`config.mk`:
```
export PLATFORM = sky130hd
export DESIGN_NAME = hvd_isqrt
export DESIGN_NICKNAME = d
export VERILOG_FILES = /design/src/rtl/hvd_pkg.sv /design/src/rtl/hvd_isqrt.sv
export SDC_FILE = /design/constraint.sdc
export NUM_CORES = 2
export LEC_CHECK = 0
export BUFFER_PORTS_ARGS = -buffer_cell sky130_fd_sc_hd__buf_2
export CORE_UTILIZATION = 25
export DETAILED_ROUTE_END_ITERATION = 8
export PLACE_DENSITY = 0.49
export SYNTH_ARGS = -nofsm -noshare
export SYNTH_HDL_FRONTEND = slang
export SYNTH_SLANG_ARGS = --single-unit
```
`constraint.sdc`:
```
create_clock -name clock -period 5.5 [get_ports clock]
set_input_delay 1.65 -clock clock [delete_from_list [all_inputs] [get_ports clock]]
set_output_delay 1.65 -clock clock [all_outputs]
set_load 0.01 [all_outputs]
```
`src/rtl/hvd_pkg.sv`:
```
// ----------------------------------------------------------------------------
// hvd_pkg
// Shared constants, types and tables for the great-circle distance pipeline.
// ----------------------------------------------------------------------------
package hvd_pkg;

   // default configuration of the pipeline
   localparam int ANGLE_FRAC_BITS_DEF = 23;
   localparam int CORDIC_STAGES_DEF   = 24;

   // bits of a square root of a Q60 value no larger than one
   localparam int ROOT_BITS = 31;

   // register reset and output limit
   localparam logic [23:0] RADIUS_RESET = 24'd6371000;
   localparam logic [25:0] DIST_MAX     = 26'h3FFFFFF;

   // CORDIC gain preset (Q30) and pi in Q29
   localparam logic signed [33:0] GAIN_Q30 = 34'sd652032874;
   localparam logic [30:0]        PI_Q29   = 31'd1686629713;

   // reciprocals of 45 for the degree conversion
   localparam logic [31:0] RECIP45       = 32'd3054198966;
   localparam int          RECIP45_SHIFT = 37;
   localparam logic [19:0] RECIP45_SMALL = 20'd745654;
   localparam int          RECIP45_SMALL_SHIFT = 25;

   // CORDIC datapath word
   typedef logic signed [33:0] cordic_type;

   // arctangent of 2^-i as a binary angle, 2^32 per turn
   localparam logic [31:0] ATAN_TURNS [32] = '{
      32'h20000000, 32'h12E4051E, 32'h09FB385B, 32'h051111D4,
      32'h028B0D43, 32'h0145D7E1, 32'h00A2F61E, 32'h00517C55,
      32'h0028BE53, 32'h00145F2F, 32'h000A2F98, 32'h000517CC,
      32'h00028BE6, 32'h000145F3, 32'h0000A2FA, 32'h0000517D,
      32'h000028BE, 32'h0000145F, 32'h00000A30, 32'h00000518,
      32'h0000028C, 32'h00000146, 32'h000000A3, 32'h00000051,
      32'h00000029, 32'h00000014, 32'h0000000A, 32'h00000005,
      32'h00000003, 32'h00000001, 32'h00000001, 32'h00000000
   };

   function automatic cordic_type atan_step(input int idx);
      atan_step = $signed({2'b00, ATAN_TURNS[idx]});
   endfunction

endpackage

```
`src/rtl/hvd_isqrt.sv`:
```
// ----------------------------------------------------------------------------
// hvd_isqrt
// Pipelined digit-by-digit floor square root of a 61-bit value, one result
// bit per stage.
// ----------------------------------------------------------------------------
module hvd_isqrt (
   input  logic                              clock,
   input  logic                              en,
   input  logic [60:0]                       num,
   output logic [hvd_pkg::ROOT_BITS-1:0]     root
);
   import hvd_pkg::*;

   logic [61:0] n_ff [0:ROOT_BITS-1];
   logic [61:0] r_ff [0:ROOT_BITS-1];
   logic [61:0] n_in [0:ROOT_BITS-1];
   logic [61:0] r_in [0:ROOT_BITS-1];
   logic [61:0] n_prev;
   logic [61:0] r_prev;
   logic [61:0] trial;
   logic [61:0] bit_k;

   // one root bit per stage, trial bit 2^(60-2k)
   always_comb begin
      for (int k = 0; k < ROOT_BITS; k++) begin
         n_prev = (k == 0) ? {1'b0, num} : n_ff[(k == 0) ? 0 : k-1];
         r_prev = (k == 0) ? '0 : r_ff[(k == 0) ? 0 : k-1];
         bit_k  = 62'd1 << (60 - 2*k);
         trial  = r_prev + bit_k;
         if (n_prev >= trial) begin
            n_in[k] = n_prev - trial;
            r_in[k] = (r_prev >> 1) + bit_k;
         end else begin
            n_in[k] = n_prev;
            r_in[k] = r_prev >> 1;
         end
      end
   end

   always_ff @(posedge clock) begin
      if (en) begin
         for (int k = 0; k < ROOT_BITS; k++) begin
            n_ff[k] <= n_in[k];
            r_ff[k] <= r_in[k];
         end
      end
   end

   assign root = r_ff[ROOT_BITS-1][ROOT_BITS-1:0];

endmodule

```
==> flow_metrics.py <==
metrics = {
    "global_routing": {
        "grt_pass1_vias": 72900,
        "grt_first_pass_wirelength_um": 415000,
        "grt_max_degree": 185,
        "track_usage_pct": 11.6,
        "antenna_found_initial": 6,
        "grt-ovfl-total": 0,
    },
    "logic_synthesis": {
        "ys_top_cells_by_area": "edfxtp_1 63%, ha_1 5.8%, xnor2_1 3.4%, xor2_1 3.0%, a21oi_1 2.3%",
        "synthFlopType": "edfxtp_1",
        "yosysWarnings": 0,
        "ys_ff_latch": 2356,
        "syn_inst": 8882,
        "ys_types": 99,
        "synthArstFlopShare_pct": 0,
        "synth_edf_count": 2356,
        "avgSynthCellArea_um2": 12.6,
        "synth.largest_area_cell": "edfxtp_1",
        "synth-seq-area-share_pct": 63.0,
        "synth_top_area_share_pct": 63.0,
        "syn_area_um2": 112000,
    },
    "timing": {
        "period_minus_slack_ps": 4730,
        "finalCritPeriodShare_pct": 85.9,
        "fin_skew_ps": 135,
        "timing.setup.tns_ps": 0,
        "hold_violations": 0,
        "rsz0062_at_grt": "false",
        "fmax_mhz": 212,
        "slew_headroom_pct": 19.1,
        "worst_slack_ps": 775,
        "hold_ws_ps": 350,
        "drv_slew": 0,
        "worst_pin_slew_ps": 1200,
        "setup_violations": 0,
    },
    "routing": {
        "num_vias": 69200,
        "viasPerCell": 4.54,
        "wirelength_um": 271000,
        "drt_iter0_markers": 4031,
        "drcViolationCount": 0,
        "ant_nets": 0,
        "first_pass_iters": 8,
        "wl_per_cell_um": 17.8,
    },
    "power": {
        "power_mw": 52.1,
        "p_leak_nw": 46.5,
        "ir_drop_mv": 0.305,
        "powerDensity_nw_per_um2": 406,
    },
    "finish": {
        "layout_commonest_cell": "edfxtp_1",
        "stdcell_area_um2": 128000,
        "area_growth_pct": 14.4,
        "utilization_pct": 28.8,
        "fill_cells": 45000,
        "fin_cells": 15300,
        "fin_nets": 9714,
        "most-common-layout-cells": "2,356 x edfxtp_1, 650 x inv_1, 590 x nand2_1",
        "drive_gt1_share_pct": 7.72,
    },
    "floorplan": {
        "die_h_um": 672,
        "io_pins": 94,
        "start_util_pct": 25.2,
        "core_area_um2": 446000,
        "fp.dieArea_um2": 452000,
        "die_w_um": 672,
        "rows": 245,
    },
    "setup_path": {
        "criticalPathCategory": "reg2reg",
        "required_ps": 6060,
        "cp_max_fo": 7,
        "arrival_ps": 5290,
        "endpoint_kind": "flop",
        "start_kind": "flop",
    },
    "placed_design": {
        "io_buffers": 93,
        "post-place-ws_ps": 589,
        "finalWeightedCongestion": 0.953,
        "dpl.cell_count": 14800,
        "post_dp_cell_area_um2": 120000,
        "place_hpwl_um": 207000,
    },
    "clock_tree": {
        "clk_latency_ps": 980,
        "clk_path_buf_depth": 4,
        "clock-root-buffer": "clkbuf_16",
        "numCtsBuffers": 247,
        "clkTransAtPathRegs_ps": 60,
        "cts_resized": 0,
        "post_cts_buffers": 0,
        "h-tree-depth": 4,
        "clock_sinks": 2356,
        "cts_hold_buf": 0,
        "cts_tree": "yes",
    },
    "min_path": {
        "hp-class": "reg2reg",
    },
    "run_status": {
        "status": "finished, final reports clean",
    },
    "run": {
        "maxCapViolCount": 0,
    },
}
## worst max-delay path: stages (launching register included)
cell and delay, ps:
edfxtp_1 420, ha_1 370, nor2b_1 200, o311ai_1 150
a31oi_1 410, a211oi_1 240, o31ai_1 790, o31a_1 270
nor4_2 70, or4_1 650, nor4b_1 630, xor2_1 150
## cells by family (layout without fill, tap and decap cells)
group | count (synthesis) | count (layout) | synth area share, %
AO/OA/AOI/OAI | 1639 | 1639 | 9.06
XOR/XNOR | 821 | 821 | 6.40
adder cells (fa/ha/maj) | 523 | 523 | 5.83
buffers and inverters | 849 | 1297 | 2.96
flip-flops | 2356 | 2356 | 63.0
multiplexers | 77 | 77 | 0.760
other | 1 | 6 | 0.00334
AND/OR/NAND/NOR | 2616 | 2616 | 12.0
## layer usage
metal  GRT usage (%)  part of all wire [%]
met1            10.9                    35
met2            23.9                    56
met3            1.48                   2.9
met4            6.18                   5.7
met5               0                     0
## layout make-up
class | count | area [um^2] | share of cell area (%)
Clock inverter | 159 | 1580 | 1.23
Sequential cell | 2356 | 70700 | 55.1
Clock buffer | 293 | 6400 | 4.98
Tap cell | 5928 | 7420 | 5.77
Timing Repair Buffer | 190 | 1450 | 1.13
Antenna cell | 4 | 10.0 | 0.00779
Inverter | 655 | 2460 | 1.91
Multi-Input combinational cell | 5678 | 38400 | 29.9
## final timing paths
path | slack, ps | cells after the start | to | start
max | 770 | 11 | n_ff[1][185] | n_ff[1][88]
min | 350 | 0 | n_ff[0][746] | n_ff[0][684]
max reg2reg | 770 | 11 | n_ff[1][185] | n_ff[1][88]
min reg2reg | 350 | 0 | n_ff[0][746] | n_ff[0][684]
## registers in the layout, indices dropped and copies added, names as in the netlist
signal	count
n_ff	1860
r_ff	496
## power by group
group / internal [mW] / total, mW / switching (mW)
Clock: 9.58 / 16.6 / 7.07
Combinational: 4.43 / 10.9 / 6.51
Sequential: 22.8 / 24.5 / 1.71
## Yosys cell counts (12+ instances only)
| library cell | n |
|---|---|
| buf_4 | 31 |
| or3_1 | 82 |
| o31a_1 | 14 |
| o21ai_0 | 416 |
| or2_2 | 44 |
| o221ai_1 | 12 |
| o31ai_1 | 50 |
| nor3_1 | 230 |
| mux2_2 | 56 |
| a21boi_0 | 25 |
| nor2b_1 | 69 |
| nand2b_1 | 110 |
| a21o_1 | 186 |
| buf_1 | 14 |
| xor2_1 | 384 |
| o21bai_1 | 40 |
| inv_1 | 650 |
| a211oi_1 | 46 |
| o211ai_1 | 19 |
| nand3_1 | 164 |
| nand4b_1 | 23 |
| nand3b_1 | 31 |
| or4_1 | 68 |
| nand4_1 | 124 |
| clkbuf_1 | 140 |
| edfxtp_1 | 2356 |
| a2111oi_0 | 14 |
| nor2_1 | 584 |
| a21oi_1 | 513 |
| nor4b_1 | 53 |
| and2_1 | 35 |
| o21a_1 | 100 |
| a31oi_1 | 44 |
| o21ai_1 | 19 |
| nor4_1 | 307 |
| ha_1 | 523 |
| nand2_1 | 590 |
| o41ai_1 | 14 |
| and3_1 | 46 |
| xnor2_1 | 437 |
Note: power is estimated with default switching activity, not from simulation.
