## config.mk

```make
export PLATFORM = sky130hd
export DESIGN_NAME = hvd_deg2turn
export DESIGN_NICKNAME = d
export VERILOG_FILES = /design/src/rtl/hvd_pkg.sv /design/src/rtl/hvd_deg2turn.sv
export SDC_FILE = /design/constraint.sdc
export NUM_CORES = 1
export LEC_CHECK = 0
export BUFFER_PORTS_ARGS = -buffer_cell sky130_fd_sc_hd__buf_2
export CORE_ASPECT_RATIO = 1.4
export CORE_MARGIN = 8
export CORE_UTILIZATION = 40
export CTS_BUF_LIST = sky130_fd_sc_hd__clkbuf_4
export DETAILED_ROUTE_END_ITERATION = 7
export PLACE_DENSITY = 0.53
export SYNTH_ARGS = -nofsm -noshare
export SYNTH_HDL_FRONTEND = slang
export SYNTH_SLANG_ARGS = --single-unit
```

## constraint.sdc

```tcl
create_clock -name clock -period 9.1 [get_ports clock]
set_clock_uncertainty 0.1 [all_clocks]
set_input_delay 1.82 -clock clock [delete_from_list [all_inputs] [get_ports clock]]
set_output_delay 1.82 -clock clock [all_outputs]
set_load 0.01 [all_outputs]
```

## src/rtl/hvd_pkg.sv

```systemverilog
// ----------------------------------------------------------------------------
// hvd_pkg
// Shared constants, types and tables for the great-circle distance pipeline.
// ----------------------------------------------------------------------------
package hvd_pkg;

   // default configuration of the pipeline
   localparam int ANGLE_FRAC_BITS_DEF = 23;
   localparam int CORDIC_STAGES_DEF   = 24;

   // bits of a square root of a Q60 value no larger than one
   localparam int ROOT_BITS = 31;

   // register reset and output limit
   localparam logic [23:0] RADIUS_RESET = 24'd6371000;
   localparam logic [25:0] DIST_MAX     = 26'h3FFFFFF;

   // CORDIC gain preset (Q30) and pi in Q29
   localparam logic signed [33:0] GAIN_Q30 = 34'sd652032874;
   localparam logic [30:0]        PI_Q29   = 31'd1686629713;

   // reciprocals of 45 for the degree conversion
   localparam logic [31:0] RECIP45       = 32'd3054198966;
   localparam int          RECIP45_SHIFT = 37;
   localparam logic [19:0] RECIP45_SMALL = 20'd745654;
   localparam int          RECIP45_SMALL_SHIFT = 25;

   // CORDIC datapath word
   typedef logic signed [33:0] cordic_type;

   // arctangent of 2^-i as a binary angle, 2^32 per turn
   localparam logic [31:0] ATAN_TURNS [32] = '{
      32'h20000000, 32'h12E4051E, 32'h09FB385B, 32'h051111D4,
      32'h028B0D43, 32'h0145D7E1, 32'h00A2F61E, 32'h00517C55,
      32'h0028BE53, 32'h00145F2F, 32'h000A2F98, 32'h000517CC,
      32'h00028BE6, 32'h000145F3, 32'h0000A2FA, 32'h0000517D,
      32'h000028BE, 32'h0000145F, 32'h00000A30, 32'h00000518,
      32'h0000028C, 32'h00000146, 32'h000000A3, 32'h00000051,
      32'h00000029, 32'h00000014, 32'h0000000A, 32'h00000005,
      32'h00000003, 32'h00000001, 32'h00000001, 32'h00000000
   };

   function automatic cordic_type atan_step(input int idx);
      atan_step = $signed({2'b00, ATAN_TURNS[idx]});
   endfunction

endpackage

```

## src/rtl/hvd_deg2turn.sv

```systemverilog
// ----------------------------------------------------------------------------
// hvd_deg2turn
// Four-stage conversion of a fixed-point degree magnitude to a binary angle,
// dividing by 360 (or 720 for half angles) through reciprocals of 45.
// ----------------------------------------------------------------------------
module hvd_deg2turn #(
   parameter int ANGLE_FRAC_BITS = 23,
   parameter bit HALF            = 1'b0
) (
   input  logic        clock,
   input  logic        en,
   input  logic [31:0] mag,
   input  logic        neg,
   output logic [31:0] ang_ff
);
   import hvd_pkg::*;

   localparam int SHIFT = 29 - ANGLE_FRAC_BITS - int'(HALF);
   localparam int TW    = 7 + SHIFT;

   logic [26:0]    q0_ff;
   logic [31:0]    mag_a_ff;
   logic           neg_a_ff;
   logic [63:0]    prod_a;
   logic [32:0]    rem_b;
   logic [6:0]     rem7_b;
   logic [26:0]    qm_in;
   logic [26:0]    qm_b_ff;
   logic [26:0]    qm_c_ff;
   logic [TW-1:0]  t_in;
   logic [TW-1:0]  t_b_ff;
   logic [TW-1:0]  t_c_ff;
   logic           neg_b_ff;
   logic           neg_c_ff;
   logic [TW+19:0] prod_c;
   logic [TW-1:0]  qr0_ff;
   logic [TW-1:0]  rr_d;
   logic [31:0]    q_d;
   logic [31:0]    ang_in;

   // stage A: estimate m/45
   assign prod_a = 64'(mag) * 64'(RECIP45);

   // stage B: correct quotient, scale remainder
   always_comb begin
      rem_b  = {1'b0, mag_a_ff} - 33'(33'(q0_ff) * 33'd45);
      rem7_b = rem_b[6:0];
      qm_in  = q0_ff;
      if (rem7_b >= 7'd45) begin
         rem7_b = rem7_b - 7'd45;
         qm_in  = q0_ff + 27'd1;
      end
      t_in = TW'((TW'(rem7_b) << SHIFT) + TW'(22));
   end

   // stage C: estimate remainder term / 45
   assign prod_c = (TW+20)'(t_b_ff) * (TW+20)'(RECIP45_SMALL);

   // stage D: correct, combine and apply sign
   always_comb begin
      rr_d = t_c_ff - TW'(qr0_ff * TW'(45));
      q_d  = (32'(qm_c_ff) << SHIFT) + 32'(qr0_ff);
      if (rr_d >= TW'(45)) begin
         q_d = q_d + 32'd1;
      end
      ang_in = neg_c_ff ? (32'd0 - q_d) : q_d;
   end

   // advance all stages together
   always_ff @(posedge clock) begin
      if (en) begin
         q0_ff    <= prod_a[RECIP45_SHIFT +: 27];
         mag_a_ff <= mag;
         neg_a_ff <= neg;
         qm_b_ff  <= qm_in;
         t_b_ff   <= t_in;
         neg_b_ff <= neg_a_ff;
         qr0_ff   <= TW'(prod_c >> RECIP45_SMALL_SHIFT);
         t_c_ff   <= t_b_ff;
         qm_c_ff  <= qm_b_ff;
         neg_c_ff <= neg_b_ff;
         ang_ff   <= ang_in;
      end
   end

endmodule

```

==> flow_summary.toml <==
[routing]
ant_nets = 0
via_count = 17900
wire_per_inst_um = 20.1
wirelength_mm = 70.8
drtPass1Iterations = 5
initialDrtViolationCount = 745
drc = 0
viasPerCell = 5.07

[setup_path]
slowest_delay_ns = 0.59
critPathCaptureType = "flip-flop"
cp_data_required_time_ns = 9.34
rrSetupSlack_ns = 1.61
cpMostUsedCell = "fa_1"
reg2reg_depth = 18
cp.arrival_ns = 8.79
worst-setup-path-type = "in2reg"
r2r-start = "qr0_ff[2]"
slowest_stage = "fa_1"
path_max_fanout = 8
worstReg2RegEnd = "ang_ff[24]"
startpoint_type = "input pin"

[global_route]
antenna_found_initial = 3
grt_pass1_vias = 19900
grt_usage_pct = 19.5
grt_overflow = 0
grt_max_degree = 80
grt_first_pass_wirelength_mm = 111

[placement]
place_congestion = 0.943
hpwl_mm = 63.6
portBuffers = 66

[sta]
final-hold-violation-count = 0
max_freq_mhz = 117
finalCriticalPeriod_ns = 8.55
rsz0062_at_grt = "false"
maxSlewHeadroom_pct = 23.1
slew_violations = 0
post-route-period-util_pct = 93.9
setup_tns_ns = 0
setup_viol = 0
tightest_slew_ns = 1.15

[worst_hold_path]
hold_class = "reg2reg"
min_from = "qm_b_ff[10]"
hold_depth = 0
holdPathEnd = "qm_c_ff[10]"

[synthesis]
yosysSeqAreaShare_pct = 16.4
synth_cells = 2564
yosys_warnings = 0
synthFlopType = "edfxtp_1"
synth_area_um2 = 26000
synth-seq-cells = 142
synth_edf_count = 142
synthArstFlopShare_pct = 0
ys_types = 82
avgSynthCellArea_um2 = 10.1
syn_nets = 3437

[floorplan]
num_io_pins = 67
die_area_um2 = 73500
die_width_um = 231
start_util_pct = 40.4
rows = 110
core_region_area_um2 = 64300
die-height_um = 318

[cts]
cts_root_buf = "clkbuf_4"
cts_buffers = 17
cts_setup_buffers = 0
cts.sinks = 142
hold_buffers = 0
cts_buffer_depth = 2
insertion_delay_ns = 0.60
cts_tree = "built"
path_clk_slew_ns = 0.13
cts_resized = 0
htreeDepth = 4

[final_layout]
fin_nets = 3542
area_growth_pct = 7.60
drive_gt1_share_pct = 6.75

[outcome]
status = "complete, no violations"

[flow_run]
maxCapViolations = 0
[registers in the layout, summed over array words and instances, names as in the netlist]
name and count:
ang_ff 32, q0_ff 26, qm_b_ff 26, qm_c_ff 26, qr0_ff 8, mag_a_ff 7, t_b_ff 7, t_c_ff 7
neg_a_ff 1, neg_b_ff 1, neg_c_ff 1
[layout by cell type, fill, tap and decap left out, drive strengths merged, types with 6 or more instances in the layout]
cell	instances
nand2	77
nand3b	8
edfxtp	142
nor4	11
a21boi	6
xor2	77
nand3	36
and4	8
nor3	38
nand4	25
buf	123
inv	663
a31oi	14
or4	6
o21a	19
and2	17
nor2b	15
a21oi	64
ha	470
clkbuf	17
nor2	79
o31ai	10
xnor2	106
fa	368
or3	13
a21o	40
and3	25
a211oi	23
o211ai	8
or2	7
o21ai	65
nand2b	17
[per-stage QoR]
step | instances | utilization (%) | setup WS, ns | area [µm²] | hold slack [ns]
final | 3525 | 43.5 | 0.553 | 28000 | 0.334
after global placement | 3490 | 43.0 | -0.0244 | 27600 | 0.302
after floorplan | 2564 | - | 0.624 | 26000 | 0.300
after CTS | 3522 | 43.5 | 0.584 | 27900 | 0.338
after detailed placement | 3490 | 43.0 | -0.0949 | 27600 | 0.305
after global routing | 3524 | 43.5 | 0.139 | 28000 | 0.344
[routing by layer]
| layer | part of all wire (%) | global-route usage [%] |
|---|---|---|
| met3 | 2.2 | 1.70 |
| met4 | 5.2 | 9.52 |
| met5 | 0 | 0 |
| met1 | 37 | 20.2 |
| met2 | 55 | 38.4 |
[worst max path at each step]
stage           start         to  slack, ns  cells past startpoint
2_1_floorplan  mag[1]  q0_ff[16]       0.62                     26
3_3_place_gp   mag[5]  q0_ff[16]      -0.02                     28
3_5_place_dp   mag[5]  q0_ff[16]      -0.09                     28
4_1_cts        mag[5]  q0_ff[16]       0.58                     28
5_1_grt        mag[5]  q0_ff[25]       0.14                     28
6_report       mag[5]  q0_ff[16]       0.55                     28
[cell type report]
cell class                      instances  area (µm²)
Antenna cell                            3        7.51
Clock buffer                           17         128
Clock inverter                         15         174
Fill cell                            6174       36300
Inverter                              655        2460
Multi-Input combinational cell       1730       19100
Sequential cell                       142        4260
Tap cell                              840        1050
Timing Repair Buffer                  123         764
[Yosys cell counts (7+ instances only)]
| library cell | n | area (µm²) |
|---|---|---|
| inv_1 | 655 | 2460 |
| or3_1 | 12 | 75.1 |
| and4_1 | 8 | 70.1 |
| nor2_1 | 79 | 297 |
| nor2b_1 | 15 | 93.8 |
| edfxtp_1 | 142 | 4260 |
| nor3_1 | 38 | 190 |
| or2_2 | 7 | 43.8 |
| a21oi_1 | 64 | 320 |
| and2_1 | 17 | 106 |
| o31ai_1 | 8 | 60.1 |
| a21o_1 | 40 | 300 |
| ha_1 | 470 | 5880 |
| nand4_1 | 25 | 156 |
| o21ai_0 | 62 | 310 |
| xor2_1 | 76 | 666 |
| o21a_1 | 19 | 143 |
| nand3b_1 | 8 | 60.1 |
| fa_1 | 368 | 7370 |
| a211oi_1 | 22 | 165 |
| a31oi_1 | 14 | 87.6 |
| nand2b_1 | 17 | 106 |
| nand3_1 | 35 | 175 |
| and3_1 | 25 | 156 |
| xnor2_1 | 106 | 928 |
| nand2_1 | 77 | 289 |
| clkbuf_1 | 31 | 116 |
| nor4_1 | 10 | 62.6 |
| o211ai_1 | 8 | 60.1 |
[critical path: cells and delay by family]
family / cells / cell delay (ns)
XOR/XNOR: 3 / 0.79
adder cells (fa/ha/maj): 8 / 3.84
AO/OA/AOI/OAI: 4 / 0.86
buffers and inverters: 8 / 0.92
AND/OR/NAND/NOR: 5 / 0.54
[cells by family (layout without fill, tap and decap cells)]
kind of cell	count (synthesis)	in the layout	synth area share [%]
xor gates and xnor gates	183	183	6.20
and+or+nand+nor	402	402	8.25
buffers and inverters	692	810	10.0
adders and majority gates	838	838	51.0
AOI/OAI and AO/OA	299	299	7.76
DFF	142	142	16.4
muxes	8	8	0.337
other	0	3	0
Power is not shown: default switching activity piles up to over one toggle a cycle in this logic, so the estimate is an artifact.
